File: src/sv/dita_pkg.sv
// Package for the debounced interval timer: beat types, register indexes,
// segment and keypad tables, and the helpers that decode them.
// No dependencies; every other file of the block uses it.
`timescale 1ns / 1ps
`default_nettype none

package dita_pkg;

  // Item command codes
  typedef enum logic {
    CMD_TICK = 1'b0,
    CMD_KEY  = 1'b1
  } dita_cmd_e;

  // Configuration register indexes
  typedef enum logic [1:0] {
    REG_DEBOUNCE = 2'd0,
    REG_BLINK    = 2'd1,
    REG_TPS      = 2'd2
  } dita_reg_e;

  // Keypad entry progress
  typedef enum logic [1:0] {
    ENTRY_NONE  = 2'd0,
    ENTRY_FIRST = 2'd1,
    ENTRY_DONE  = 2'd2
  } dita_entry_e;

  localparam logic [7:0]  SWITCH_MASK    = 8'h80;
  localparam logic [7:0]  ALARM_MASK     = 8'h01;
  localparam logic [7:0]  LED_ALL_OFF    = 8'hFF;
  localparam logic [6:0]  SECONDS_MAX    = 7'd99;
  localparam logic [6:0]  LIMIT_RESET    = 7'd10;
  localparam logic [9:0]  DEBOUNCE_RESET = 10'd20;
  localparam logic [9:0]  BLINK_RESET    = 10'd250;
  localparam logic [15:0] TPS_RESET      = 16'd1000;
  localparam int          NUM_DIGITS     = 10;

  localparam logic [7:0] KEY_CODE [NUM_DIGITS] = '{
    8'h82, 8'h11, 8'h12, 8'h14, 8'h21, 8'h22, 8'h24, 8'h41, 8'h42, 8'h44
  };

  // Input beat
  typedef struct packed {
    dita_cmd_e  cmd;
    logic [7:0] bus_value;
  } dita_item_t;

  // Result beat
  typedef struct packed {
    logic [7:0] led_byte;
    logic [6:0] seg_ones;
    logic [6:0] seg_tens;
    logic [6:0] elapsed_seconds;
    logic [6:0] limit_seconds;
    logic [1:0] entry_stage;
    logic       running;
    logic       alarm;
  } dita_result_t;

  // Configuration write beat
  typedef struct packed {
    logic [1:0]  index;
    logic [15:0] data;
  } dita_cfg_t;

  // Live configuration registers
  typedef struct packed {
    logic [9:0]  debounce_ticks;
    logic [9:0]  blink_half_period;
    logic [15:0] ticks_per_second;
  } dita_regs_t;

  // One processed item, as seen by the update units
  typedef struct packed {
    logic       tick_go;
    logic       key_go;
    logic [7:0] bus_value;
  } dita_step_t;

  // Timer unit view after the step
  typedef struct packed {
    logic [7:0] led_byte;
    logic [6:0] seg_ones;
    logic [6:0] seg_tens;
    logic [6:0] seconds;
    logic       running;
    logic       alarm;
  } dita_tmr_t;

  // Keypad unit view
  typedef struct packed {
    logic [6:0] limit_cur;
    logic [6:0] limit_nxt;
    logic [1:0] stage_nxt;
  } dita_kp_t;

  typedef struct packed {
    logic       hit;
    logic [3:0] digit;
  } dita_key_t;

  // Match a scan code against the keypad table; zero never matches
  function automatic dita_key_t key_decode(input logic [7:0] scan);
    dita_key_t res;
    res = '0;
    for (int d = 0; d < NUM_DIGITS; d++) begin
      if (scan == KEY_CODE[d]) begin
        res.hit   = 1'b1;
        res.digit = 4'(d);
      end
    end
    return res;
  endfunction

  // Seven-segment code of one decimal digit (active-low segments)
  function automatic logic [6:0] seg_encode(input logic [3:0] digit);
    logic [6:0] code;
    case (digit)
      4'd0:    code = 7'h40;
      4'd1:    code = 7'h79;
      4'd2:    code = 7'h24;
      4'd3:    code = 7'h30;
      4'd4:    code = 7'h19;
      4'd5:    code = 7'h12;
      4'd6:    code = 7'h02;
      4'd7:    code = 7'h78;
      4'd8:    code = 7'h00;
      4'd9:    code = 7'h18;
      default: code = 7'h40;
    endcase
    return code;
  endfunction

endpackage

`default_nettype wire

File: src/sv/dita_intf.sv
// Valid/ready channel interfaces of the interval timer: item, result, config.
// Depends on dita_pkg for the beat types.
`timescale 1ns / 1ps
`default_nettype none

interface dita_item_if;
  logic                   valid;
  logic                   ready;
  dita_pkg::dita_item_t   data;
  modport source (output valid, output data, input ready);
  modport sink   (input valid, input data, output ready);
endinterface

interface dita_result_if;
  logic                   valid;
  logic                   ready;
  dita_pkg::dita_result_t data;
  modport source (output valid, output data, input ready);
  modport sink   (input valid, input data, output ready);
endinterface

interface dita_cfg_if;
  logic                   valid;
  logic                   ready;
  dita_pkg::dita_cfg_t    data;
  modport source (output valid, output data, input ready);
  modport sink   (input valid, input data, output ready);
endinterface

`default_nettype wire

File: src/sv/dita_keypad.sv
// Keypad threshold entry: two decimal digits form the alarm limit.
// Depends on dita_pkg.
`timescale 1ns / 1ps
`default_nettype none

module dita_keypad (
  input  logic                 clk_i,
  input  logic                 rst_ni,
  input  dita_pkg::dita_step_t step_i,
  input  logic                 restart_i,
  output dita_pkg::dita_kp_t   kp_o
);

  logic [1:0]          stage_q, stage_d;
  logic [3:0]          first_q, first_d;
  logic [6:0]          limit_q, limit_d;
  dita_pkg::dita_key_t key;
  logic [6:0]          sum;

  assign key = dita_pkg::key_decode(step_i.bus_value);
  // first * 10 + digit, at most 99
  assign sum = {first_q, 3'b000} + {2'b00, first_q, 1'b0} + {3'b000, key.digit};

  always_comb begin
    stage_d = stage_q;
    first_d = first_q;
    limit_d = limit_q;
    if (step_i.key_go && key.hit) begin
      case (stage_q)
        dita_pkg::ENTRY_NONE: begin
          first_d = key.digit;
          stage_d = dita_pkg::ENTRY_FIRST;
        end
        dita_pkg::ENTRY_FIRST: begin
          limit_d = (sum == 7'd0) ? 7'd1 : sum;
          stage_d = dita_pkg::ENTRY_DONE;
        end
        default: ;
      endcase
    end
    // Falling switch edge reopens entry
    if (restart_i) begin
      stage_d = dita_pkg::ENTRY_NONE;
    end
  end

  always_ff @(posedge clk_i or negedge rst_ni) begin
    if (!rst_ni) begin
      stage_q <= dita_pkg::ENTRY_NONE;
      first_q <= '0;
      limit_q <= dita_pkg::LIMIT_RESET;
    end else begin
      stage_q <= stage_d;
      first_q <= first_d;
      limit_q <= limit_d;
    end
  end

  assign kp_o.limit_cur = limit_q;
  assign kp_o.limit_nxt = limit_d;
  assign kp_o.stage_nxt = stage_d;

endmodule

`default_nettype wire

File: src/sv/dita_timer.sv
// Tick path: switch debounce, edge handling, seconds count, blink, alarm.
// Depends on dita_pkg.
`timescale 1ns / 1ps
`default_nettype none

module dita_timer (
  input  logic                 clk_i,
  input  logic                 rst_ni,
  input  dita_pkg::dita_regs_t regs_i,
  input  dita_pkg::dita_step_t step_i,
  input  logic [6:0]           limit_i,
  output logic                 restart_o,
  output dita_pkg::dita_tmr_t  tmr_o
);

  logic        raw_q, raw_d;
  logic        stable_q, stable_d;
  logic [9:0]  scnt_q, scnt_d;
  logic [15:0] tick_q, tick_d;
  logic [6:0]  sec_q, sec_d;
  logic [7:0]  bcd_q, bcd_d;     // seconds as two BCD digits
  logic [7:0]  shown_q, shown_d; // displayed value, BCD
  logic        run_q, run_d;
  logic        alarm_q, alarm_d;
  logic [9:0]  blink_q, blink_d;
  logic        led0_q, led0_d;
  logic        now;
  logic        new_sec;

  assign now = |(step_i.bus_value & dita_pkg::SWITCH_MASK);

  always_comb begin
    raw_d     = raw_q;
    stable_d  = stable_q;
    scnt_d    = scnt_q;
    tick_d    = tick_q;
    sec_d     = sec_q;
    bcd_d     = bcd_q;
    shown_d   = shown_q;
    run_d     = run_q;
    alarm_d   = alarm_q;
    blink_d   = blink_q;
    led0_d    = led0_q;
    new_sec   = 1'b0;
    restart_o = 1'b0;
    if (step_i.tick_go) begin
      // Debounce and edge handling
      if (now != raw_q) begin
        raw_d  = now;
        scnt_d = '0;
      end else if (scnt_q < regs_i.debounce_ticks) begin
        scnt_d = scnt_q + 10'd1;
      end else if (stable_q != raw_q) begin
        stable_d = raw_q;
        if (raw_q) begin
          tick_d  = '0;
          sec_d   = '0;
          bcd_d   = '0;
          shown_d = '0;
          run_d   = 1'b1;
        end else begin
          run_d     = 1'b0;
          restart_o = 1'b1;
        end
        alarm_d = 1'b0;
        led0_d  = 1'b1;
      end
      // Tick count into seconds
      if (run_d) begin
        tick_d = tick_d + 16'd1;
        if (tick_d >= regs_i.ticks_per_second) begin
          tick_d  = '0;
          new_sec = 1'b1;
          if (sec_d < dita_pkg::SECONDS_MAX) begin
            sec_d = sec_d + 7'd1;
            if (bcd_d[3:0] == 4'd9) begin
              bcd_d = {bcd_d[7:4] + 4'd1, 4'd0};
            end else begin
              bcd_d = {bcd_d[7:4], bcd_d[3:0] + 4'd1};
            end
          end
        end
      end
      // Blink while alarmed
      if (alarm_d) begin
        blink_d = blink_d + 10'd1;
        if (blink_d >= regs_i.blink_half_period) begin
          blink_d = '0;
          led0_d  = ~led0_d;
        end
      end else begin
        led0_d = 1'b1;
      end
      // Alarm check once per second
      if (new_sec) begin
        shown_d = bcd_d;
        if (run_d && (sec_d >= limit_i) && !alarm_d) begin
          alarm_d = 1'b1;
          blink_d = '0;
          led0_d  = 1'b0;
        end
      end
    end
  end

  always_ff @(posedge clk_i or negedge rst_ni) begin
    if (!rst_ni) begin
      raw_q    <= 1'b0;
      stable_q <= 1'b0;
      scnt_q   <= '0;
      tick_q   <= '0;
      sec_q    <= '0;
      bcd_q    <= '0;
      shown_q  <= '0;
      run_q    <= 1'b0;
      alarm_q  <= 1'b0;
      blink_q  <= '0;
      led0_q   <= 1'b1;
    end else begin
      raw_q    <= raw_d;
      stable_q <= stable_d;
      scnt_q   <= scnt_d;
      tick_q   <= tick_d;
      sec_q    <= sec_d;
      bcd_q    <= bcd_d;
      shown_q  <= shown_d;
      run_q    <= run_d;
      alarm_q  <= alarm_d;
      blink_q  <= blink_d;
      led0_q   <= led0_d;
    end
  end

  // D7 follows the accepted level, other unused LEDs stay dark
  assign tmr_o.led_byte = (dita_pkg::LED_ALL_OFF
                           & ~(dita_pkg::SWITCH_MASK | dita_pkg::ALARM_MASK))
                          | (stable_d ? 8'h00 : dita_pkg::SWITCH_MASK)
                          | (led0_d ? dita_pkg::ALARM_MASK : 8'h00);
  assign tmr_o.seg_ones = dita_pkg::seg_encode(shown_d[3:0]);
  assign tmr_o.seg_tens = dita_pkg::seg_encode(shown_d[7:4]);
  assign tmr_o.seconds  = sec_d;
  assign tmr_o.running  = run_d;
  assign tmr_o.alarm    = alarm_d;

endmodule

`default_nettype wire

File: src/sv/debounced_interval_timer_alarm_core.sv
// Top level of the debounced interval timer with alarm: channel registers,
// config registers, and the timer and keypad update units.
// Depends on dita_pkg, dita_intf, dita_timer, dita_keypad.
//
//   Channel  Dir  Beat          Contents
//   in_ch    in   dita_item_t   cmd (tick or key), bus_value (port byte/scan)
//   out_ch   out  dita_result_t LEDs, segments, seconds, limit, entry, flags
//   cfg_ch   in   dita_cfg_t    register index and write data
//
// One item per cycle while out_ch is ready: an accepted beat lands in the input
// register; once the output register is free or being emptied, the timer and
// keypad logic update on it and the result beat is captured in the output
// register. The input register keeps taking beats while a result waits;
// only a stalled output with a full input register holds in_ch.ready low.
// Reset is asynchronous and clears all state but the payload registers; cfg_ch is always ready.
`timescale 1ns / 1ps
`default_nettype none

module debounced_interval_timer_alarm_core (
  input  logic                clk_i,
  input  logic                rst_ni,
  dita_item_if.sink           in_ch,
  dita_result_if.source       out_ch,
  dita_cfg_if.sink            cfg_ch
);

  // Input register
  logic                   in_vld_q;
  dita_pkg::dita_item_t   in_q;
  // Output register
  logic                   out_vld_q;
  dita_pkg::dita_result_t out_q, out_d;
  // Config registers
  dita_pkg::dita_regs_t   regs_q;

  logic                   advance;
  dita_pkg::dita_step_t   step;
  dita_pkg::dita_tmr_t    tmr;
  dita_pkg::dita_kp_t     kp;
  logic                   restart;

  // Move the held beat into the output register when that slot frees up
  assign advance      = in_vld_q && (!out_vld_q || out_ch.ready);
  assign in_ch.ready  = !in_vld_q || advance;
  assign cfg_ch.ready = 1'b1;

  assign step.tick_go   = advance && (in_q.cmd == dita_pkg::CMD_TICK);
  assign step.key_go    = advance && (in_q.cmd == dita_pkg::CMD_KEY);
  assign step.bus_value = in_q.bus_value;

  dita_timer u_timer (
    .clk_i     (clk_i),
    .rst_ni    (rst_ni),
    .regs_i    (regs_q),
    .step_i    (step),
    .limit_i   (kp.limit_cur),
    .restart_o (restart),
    .tmr_o     (tmr)
  );

  dita_keypad u_keypad (
    .clk_i     (clk_i),
    .rst_ni    (rst_ni),
    .step_i    (step),
    .restart_i (restart),
    .kp_o      (kp)
  );

  always_comb begin
    out_d.led_byte        = tmr.led_byte;
    out_d.seg_ones        = tmr.seg_ones;
    out_d.seg_tens        = tmr.seg_tens;
    out_d.elapsed_seconds = tmr.seconds;
    out_d.limit_seconds   = kp.limit_nxt;
    out_d.entry_stage     = kp.stage_nxt;
    out_d.running         = tmr.running;
    out_d.alarm           = tmr.alarm;
  end

  always_ff @(posedge clk_i or negedge rst_ni) begin
    if (!rst_ni) begin
      in_vld_q  <= 1'b0;
      out_vld_q <= 1'b0;
    end else begin
      if (in_ch.ready) begin
        in_vld_q <= in_ch.valid;
      end
      if (advance) begin
        out_vld_q <= 1'b1;
      end else if (out_ch.ready) begin
        out_vld_q <= 1'b0;
      end
    end
  end

  // Payload registers: hold until the next beat
  always_ff @(posedge clk_i) begin
    if (in_ch.ready && in_ch.valid) begin
      in_q <= in_ch.data;
    end
    if (advance) begin
      out_q <= out_d;
    end
  end

  // Config writes; an index past the list is dropped
  always_ff @(posedge clk_i or negedge rst_ni) begin
    if (!rst_ni) begin
      regs_q.debounce_ticks    <= dita_pkg::DEBOUNCE_RESET;
      regs_q.blink_half_period <= dita_pkg::BLINK_RESET;
      regs_q.ticks_per_second  <= dita_pkg::TPS_RESET;
    end else if (cfg_ch.valid && cfg_ch.ready) begin
      unique case (cfg_ch.data.index)
        dita_pkg::REG_DEBOUNCE: regs_q.debounce_ticks    <= cfg_ch.data.data[9:0];
        dita_pkg::REG_BLINK:    regs_q.blink_half_period <= cfg_ch.data.data[9:0];
        dita_pkg::REG_TPS:      regs_q.ticks_per_second  <= cfg_ch.data.data;
        default: ;
      endcase
    end
  end

  assign out_ch.valid = out_vld_q;
  assign out_ch.data  = out_q;

  // The alarm can only be up while timing runs
  a_alarm_needs_run: assert property (@(posedge clk_i) disable iff (!rst_ni)
    out_vld_q |-> (!out_q.alarm || out_q.running))
    else $error("alarm reported while not running");

  // Seconds saturate, limit stays in 1..99, entry stage never past done
  a_ranges: assert property (@(posedge clk_i) disable iff (!rst_ni)
    out_vld_q |-> (out_q.elapsed_seconds <= dita_pkg::SECONDS_MAX
                   && out_q.limit_seconds >= 7'd1
                   && out_q.limit_seconds <= dita_pkg::SECONDS_MAX
                   && out_q.entry_stage != 2'd3))
    else $error("result field out of range");

  // D0 is dark whenever no alarm is set; D1..D6 always dark
  a_led_idle: assert property (@(posedge clk_i) disable iff (!rst_ni)
    out_vld_q |-> ((out_q.alarm || out_q.led_byte[0])
                   && out_q.led_byte[6:1] == 6'h3F))
    else $error("LED pattern inconsistent with alarm state");

  // A processed beat always shows up in the output register next cycle
  a_advance_lands: assert property (@(posedge clk_i) disable iff (!rst_ni)
    advance |=> out_vld_q)
    else $error("processed beat lost before output register");

endmodule

`default_nettype wire

File: src/flat_wrapper.sv
// flat-port wrapper written by rule: the top's interface ports become plain ports
module debounced_interval_timer_alarm_core_flat 
  (clk_i, rst_ni, in_ch_valid, in_ch_data, in_ch_ready, out_ch_valid, out_ch_data, out_ch_ready, cfg_ch_valid, cfg_ch_data, cfg_ch_ready);
  dita_item_if in_ch_i ();
  dita_result_if out_ch_i ();
  dita_cfg_if cfg_ch_i ();
  input  logic clk_i;
  input  logic rst_ni;
  input wire logic [$bits(in_ch_i.valid)-1:0] in_ch_valid;
  input wire logic [$bits(in_ch_i.data)-1:0] in_ch_data;
  output wire logic [$bits(in_ch_i.ready)-1:0] in_ch_ready;
  output wire logic [$bits(out_ch_i.valid)-1:0] out_ch_valid;
  output wire logic [$bits(out_ch_i.data)-1:0] out_ch_data;
  input wire logic [$bits(out_ch_i.ready)-1:0] out_ch_ready;
  input wire logic [$bits(cfg_ch_i.valid)-1:0] cfg_ch_valid;
  input wire logic [$bits(cfg_ch_i.data)-1:0] cfg_ch_data;
  output wire logic [$bits(cfg_ch_i.ready)-1:0] cfg_ch_ready;
  assign in_ch_i.valid = in_ch_valid;
  assign in_ch_i.data = in_ch_data;
  assign in_ch_ready = in_ch_i.ready;
  assign out_ch_valid = out_ch_i.valid;
  assign out_ch_data = out_ch_i.data;
  assign out_ch_i.ready = out_ch_ready;
  assign cfg_ch_i.valid = cfg_ch_valid;
  assign cfg_ch_i.data = cfg_ch_data;
  assign cfg_ch_ready = cfg_ch_i.ready;
  debounced_interval_timer_alarm_core u_core (.clk_i(clk_i), .rst_ni(rst_ni), .in_ch(in_ch_i), .out_ch(out_ch_i), .cfg_ch(cfg_ch_i));
endmodule
File: config.mk
export PLATFORM = sky130hd
export DESIGN_NAME = debounced_interval_timer_alarm_core_flat
export DESIGN_NICKNAME = d
export VERILOG_FILES = /design/src/sv/dita_pkg.sv /design/src/sv/dita_intf.sv /design/src/sv/dita_keypad.sv /design/src/sv/dita_timer.sv /design/src/sv/debounced_interval_timer_alarm_core.sv /design/src/flat_wrapper.sv
export SDC_FILE = /design/constraint.sdc
export NUM_CORES = 1
export LEC_CHECK = 0
export BUFFER_PORTS_ARGS = -buffer_cell sky130_fd_sc_hd__buf_2
export CORE_ASPECT_RATIO = 0.9
export CORE_UTILIZATION = 40
export CTS_CLUSTER_DIAMETER = 40
export DETAILED_ROUTE_END_ITERATION = 6
export GPL_TIMING_DRIVEN = 0
export PLACE_DENSITY = 0.57
export SLEW_MARGIN = 20
export SYNTH_ARGS = -nofsm -noshare
export SYNTH_HDL_FRONTEND = slang
export SYNTH_HIERARCHICAL = 1
export SYNTH_SLANG_ARGS = --single-unit
export TNS_END_PERCENT = 20
File: constraint.sdc
create_clock -name clk_i -period 7.08 [get_ports clk_i]
set_input_delay 1.062 -clock clk_i [delete_from_list [all_inputs] [get_ports clk_i]]
set_output_delay 1.062 -clock clk_i [all_outputs]
set_load 0.02 [all_outputs]
# Word level (Yosys, flattened, before mapping)
# Memory sizes are Yosys's and may differ from the RTL's. A register that Yosys moved wholly into a read port is not among the register bits.
# Index checks and enable logic that the tools add are counted.
[word_totals]
reg_bits = 150
romBits = 224
in_bits = 32
out_inout_bits = 43
elab_cells = 176
n_memories = 2
[classes]
n_addsub = 8
n_lt_le_gt_ge = 5
n_eq_ne = 16
n_mux = 92
bitwise_logic = 3
reduce_logical = 23
[memory_table]
columns = ["name", "words", "word_bits", "read_ports", "rd_ports_with_merged_regs", "wr", "line_no", "text"]
rows = [
  ["(name not given)", 16, 7, 1, 1, 0, "dita_pkg.sv:119", "case (digit)"],
  ["(name not given)", 16, 7, 1, 1, 0, "dita_pkg.sv:119", ""],
]
[ops]
columns = ["op", "n"]
rows = [
  ["two-way mux 8 bit", 16],
  ["two-way mux 16 bit", 7],
  ["two-way mux 7 bit", 13],
  ["two-way mux 10 bit", 6],
  ["two-way mux 5 bit", 10],
  ["two-way mux 1 bit", 37],
  ["== test 8 x 5 -> 1 bit, second input constant", 3],
  ["== test 8 x 6 -> 1 bit, second input constant", 3],
  ["== test 8 x 7 -> 1 bit, second input constant", 3],
  ["adder 10 x 1 -> 10 bit, second input constant", 2],
  ["adder 16 x 1 -> 16 bit, second input constant", 1],
  [">= comparator 16 bit", 1],
  ["AND reduction 2 bit", 6],
  [">= comparator 10 bit", 1],
  ["< comparator 10 bit", 1],
  ["adder 4 x 1 -> 4 bit, second input constant", 2],
  ["== test 8 bit, second input constant", 1],
  ["OR 8 x 1 -> 8 bit", 1],
  ["adder 7 x 1 -> 7 bit, second input constant", 1],
  ["adder 7 x 4 -> 7 bit", 1],
  ["adder 7 x 5 -> 7 bit", 1],
  [">= comparator 7 bit", 1],
  ["logical AND 1 bit", 7],
  ["zero test 7 bit", 1],
  ["other kinds (12)", 21],
]

# Depth between registers and ports, before layout
[depth]
depth_word = 18
mapped_depth = 36
ltp_nobuf = 32

# Modules after synthesis
# Netlist, hierarchy kept.
[modules_own_cells]
columns = ["module", "instances", "cells_per_inst", "area_each_um2", "seq_area_each_um2"]
rows = [
  ["dita_timer", 1, 639, 5325.1, 1602.8],
  ["debounced_interval_timer_alarm_core", 1, 140, 3017.9, 2439.8],
  ["dita_keypad", 1, 107, 1143.6, 327.8],
]

# Worst setup path before layout
# OpenSTA, ideal clock, no wires.
[synth_timing]
kind = "reg-to-reg"
start = "reg u_core/regs_q[30] in the netlist's numbering"
end = "reg u_core.u_timer.blink_q[7]"
setup_time_ps = 121
t_arrival_ps = 6510
required_time_ps = 6959
path_slack_ps = 449
path_stages_with_launch = 37
cell_sequence = "dfstp_2 inv_1 ha_1 a21oi_1 a211oi_2 or3_1 o21ai_2 clkbuf_1 clkbuf_1 and2_1 ha_1 and3_1 and3_1 and2_1 nand2_1 xor2_1 nor2_1 ha_1 nand4_1 nor2_1 o21ai_0 o21ai_0 a21o_1 and2_1 clkbuf_1 xnor2_1 ha_1 nand2b_1 a21o_1 a21o_1 a211oi_1 o31a_1 o31a_1 nand2b_1 buf_2 a21o_1 a22o_1"
[synth_via]
elab_chain_len = 14
word_cells_on_any_way = 31
cone_classes = "add/sub (2); order compare (4); mux (22); reduce/logical (3)"
[synth_lines]
columns = ["element", "line_no", "text"]
rows = [
  ["from (decl)", "debounced_interval_timer_alarm_core.sv:34", "dita_pkg::dita_regs_t regs_q;"],
  ["< comparator 10 bit (*)", "dita_timer.sv:51", "end else if (scnt_q < regs_i.debounce_ticks) begin"],
  ["two-way mux 16 bit or two-way mux 7 bit (tied branches)", "dita_timer.sv:51", ""],
  ["two-way mux 16 bit or two-way mux 7 bit (tied branches)", "dita_timer.sv:48", "if (now != raw_q) begin"],
  ["two-way mux 16 bit or two-way mux 7 bit (tied branches)", "dita_timer.sv:46", "if (step_i.tick_go) begin"],
  ["adder 16 x 1 -> 16 bit, or another cell as far along", "dita_timer.sv:70", "tick_d = tick_d + 16'd1;"],
  [">= comparator 16 bit or two-way mux 7 bit (tied branches)", "dita_timer.sv:71, dita_timer.sv:74", ""],
  ["two-way mux 7 bit", "dita_timer.sv:71", "if (tick_d >= regs_i.ticks_per_second) begin"],
  ["two-way mux 7 bit", "dita_timer.sv:69", "if (run_d) begin"],
  ["two-way mux 7 bit", "dita_timer.sv:46", ""],
  [">= comparator 7 bit", "dita_timer.sv:97", "if (run_d && (sec_d >= limit_i) && !alarm_d) begin"],
  ["logical AND 1 bit (2 in a row)", "dita_timer.sv:97", ""],
  ["two-way mux 10 bit", "dita_timer.sv:97", ""],
  ["two-way mux 10 bit (*)", "dita_timer.sv:95", "if (new_sec) begin"],
  ["to (signal assigned)", "dita_timer.sv:129", "blink_q <= blink_d;"],
  ["to (decl)", "dita_timer.sv:25", "logic [9:0] blink_q, blink_d;"],
]
# Mark *: on every way between the ends. The rest lies on a longest branch, timed or not. The select of a mux whose other input is x is not followed.
# A chain may end at the register's enable or synchronous reset.

# Worst setup path after layout
# Same ends and word-level chain as after synthesis.

==> reports/qor.yml <==
timing:
  finalSetupTns_ns: 0
  slew-limit-headroom_pct: 54.64
  period_minus_slack_ns: 6.785
  setup_viol: 0
  setup_ws_ns: 0.2952
  hold_viol: 0
  fin_crit_sh_pct: 95.83
  tightest_slew_ns: 0.6778
  hold-worst-slack_ns: 0.4957
  fin_skew_ns: 0.01159
  maxSlewViolCount: 0
  max_freq_ghz: 0.1474
critical_path:
  crit_path_max_fanout: 10
  slowest_delay_ns: 0.54
  crit_path_top_delay_cell: "dfstp_2"
  crit_required_ns: 7.40
  start_kind: "register"
  path_common_cell: "a21o_1"
  setup.worst_path.class: "register to register"
  r2r_slack_ns: 0.30
  crit_path_end_kind: "register"
  arrival_ns: 7.10
floorplan:
  die_height_um: 148.1
  die_area_um2: 24340
  ios: 75
  core_um2: 23340
  num_rows: 53
  initial_utilization_pct: 40.64
  fp.dieW_um: 164.3
global_route:
  grt_overflow: 0
  grtUsageMet3_pct: 3.458
  track_usage_pct: 17.64
  grt_max_degree: 75
  grt_pass1_vias: 6506
  grt_pass1_wl_mm: 33.32
  antenna_found_initial: 0
  grt_util_met2_pct: 27.57
  met1_usage_pct: 24.89
  top_usage_layer: "met2"
placement:
  dpl_cell_area_um2: 10300
  pre_cts_slack_ns: -1.360
  dp_hpwl_mm: 14.40
  place_congestion: 0.8026
  io_buffers: 73
status:
  status: "finished, final reports clean"
clocking:
  clock_latency_ns: 0.43
  htree_levels: 4
  numCtsBuffers: 17
  cts_tree: "built"
  cts.path.max_buffers: 2
  cts_root_buf: "clkbuf_16"
  numClockSinks: 164
  clk_pin_slew_ns: 0.07
synthesis:
  netlist_area_um2: 9487
  async_flop_share_pct: 70.12
  synth_area_leaders: "dfrtp_1 26%, edfxtp_1 16%, ha_1 9.0%"
  synth_flop_cell: "dfrtp_1"
  synth_cell_type_count: 84
  synth_top_area_share_pct: 25.85
  ys_warn_count: 6
  avgSynthCellArea_um2: 10.71
  postSynthCellCount: 886
  yosysSeqAreaShare_pct: 46.07
  post-synth-top-area-cell: "dfrtp_1"
  synth_edf_count: 49
  synth_seq_cells: 164
drt:
  via_per_inst: 5.094
  drtIter0Drc: 325
  num_vias: 6638
  ant_nets: 0
  firstDrtPassIters: 5
  drcViolationCount: 0
  wl_per_cell_um: 15.46
  wirelength_mm: 20.15
power:
  internal_power_mw: 2.308
  switchingPower_mw: 1.241
  p_seq_share_pct: 38.5
  p_leak_nw: 4.927
  p_per_area_nw_per_um2: 321.5
  power.clock.fraction_pct: 27.2
  ir_drop_mv: 0.1716
  swShare_pct: 34.97
  pwr-share-comb_pct: 34.3
cells_and_area:
  area_growth_pct: 16.39
  final_area_um2: 11040
  final_cell_mix: "98 x dfrtp_1, 75 x inv_1, 74 x buf_2"
  diodes: 0
  final_layout_size_suffix_gt1_share_pct: 24.78
  layout_commonest_cell: "dfrtp_1"
  fin_nets: 1090
min_path:
  min_path_type: "register to register"
flow_run:
  drv_cap: 0
[logic make-up (layout without fill, tap and decap cells)]
kind of cell	Yosys count	after routing	share of synthesized area, %
AND/OR/NAND/NOR	255	255	14.11
adder cells (fa/ha/maj)	70	70	9.391
other	2	7	0.07916
buffers and inverters	116	226	5.777
multiplexers	60	60	7.544
XOR/XNOR	40	40	3.693
flip-flops	164	164	46.07
AO/OA/AOI/OAI	179	179	13.33
[layer usage]
| metal | routed length, um | part of all wire (%) | up-vias |
|---|---|---|---|
| met2 | 9077 | 45 | 84 |
| met3 | 609 | 3.0 | 10 |
| met1 | 10290 | 51 | 3212 |
| li1 | - | - | 3332 |
| met4 | 173 | 0.86 | 0 |
| met5 | 0 | 0 | - |
[flip-flops by register name, summed over array words and instances (netlist names)]
| name | flops |
|---|---|
| u_core/in_q | 9 |
| u_core/u_keypad/stage_q | 2 |
| u_core/u_timer/alarm_q | 1 |
| u_core/u_timer/stable_q | 1 |
| u_core/out_ch.valid | 1 |
| u_core/u_timer/blink_q | 10 |
| u_core/u_timer/run_q | 1 |
| u_core/out_ch.data | 40 |
| u_core/u_timer/raw_q | 1 |
| u_core/u_keypad/first_q | 4 |
| u_core/u_timer/scnt_q | 10 |
| u_core/u_timer/shown_q | 8 |
| u_core/u_timer/led0_q | 1 |
| u_core/regs_q | 36 |
| u_core/in_vld_q | 1 |
| u_core/u_timer/bcd_q | 8 |
| u_core/u_timer/sec_q | 7 |
| u_core/u_timer/tick_q | 16 |
| u_core/u_keypad/limit_q | 7 |
[worst paths after layout]
check                           cells past startpoint                    endpoint             startpoint
worst max-delay path                               35   u_core/u_timer/blink_q[7]      u_core/regs_q[30]
worst min-delay path                                2       u_core/u_timer/led0_q  u_core/u_timer/led0_q
worst max register to register                     35   u_core/u_timer/blink_q[7]      u_core/regs_q[30]
worst min register to register                      2       u_core/u_timer/led0_q  u_core/u_timer/led0_q
max in group asynchronous                           2  u_core/u_keypad/limit_q[1]                 rst_ni
min in group asynchronous                           1   u_core/u_timer/blink_q[7]                 rst_ni
[cells in the mapped netlist, types with 15 or more instances]
cell      count
a21o_1       16
a21oi_1      37
buf_4        15
clkbuf_1     15
dfrtp_1      98
dfstp_2      17
edfxtp_1     49
ha_1         68
inv_1        75
mux2_2       32
mux2_4       15
nand2_1      67
nand3_1      21
nor2_1       65
o21ai_0      47
xnor2_1      18
xor2_1       22
[power by group through the flow]
| stage | Combinational [mW] | Sequential [mW] | Clock, mW |
|---|---|---|---|
| after global placement | 1.16 | 1.38 | 0 |
| after global routing | 1.38 | 1.40 | 1.03 |
| final | 1.22 | 1.37 | 0.966 |
| after CTS | 1.21 | 1.37 | 0.998 |
| after detailed placement | 1.19 | 1.38 | 0 |
| after floorplan | 0.848 | 1.41 | 0 |
[final cells by class]
class                      instances  area (um2)
buffer                            40       292.8
clock buffer                      17       425.4
clock inverter                    15       180.2
fill                            2207       12300
inverter                          75       281.5
multi-input combinational        611        4664
sequential                       164        4370
tap                              302       377.9
timing repair buffer              79       449.2
[timing repair]
item,CTS,global route
hold buffers,0,0
buffers inserted,2,2
resized for setup,16,12
endpoints found under the setup margin,32,12
pin swaps,2,2
[through the flow]
stage	instances	util [%]	total power, mW
CTS	1301	47.02	3.570
finish	1303	47.30	3.550
global placement	1266	43.91	2.535
floorplan	891	-	2.254
global route	1303	47.30	3.804
detailed placement	1268	44.14	2.566
[critical path: cells and delay by family (launching register included)]
family          cells  cell delay [ns]
buf+inv             5             0.72
compound gates     14             2.23
simple gates       10             1.60
flops               1             0.54
xor+xnor            1             0.16
mux                 1             0.36
fa+ha+maj           4             1.03
Power figures use the tool's default switching activity.
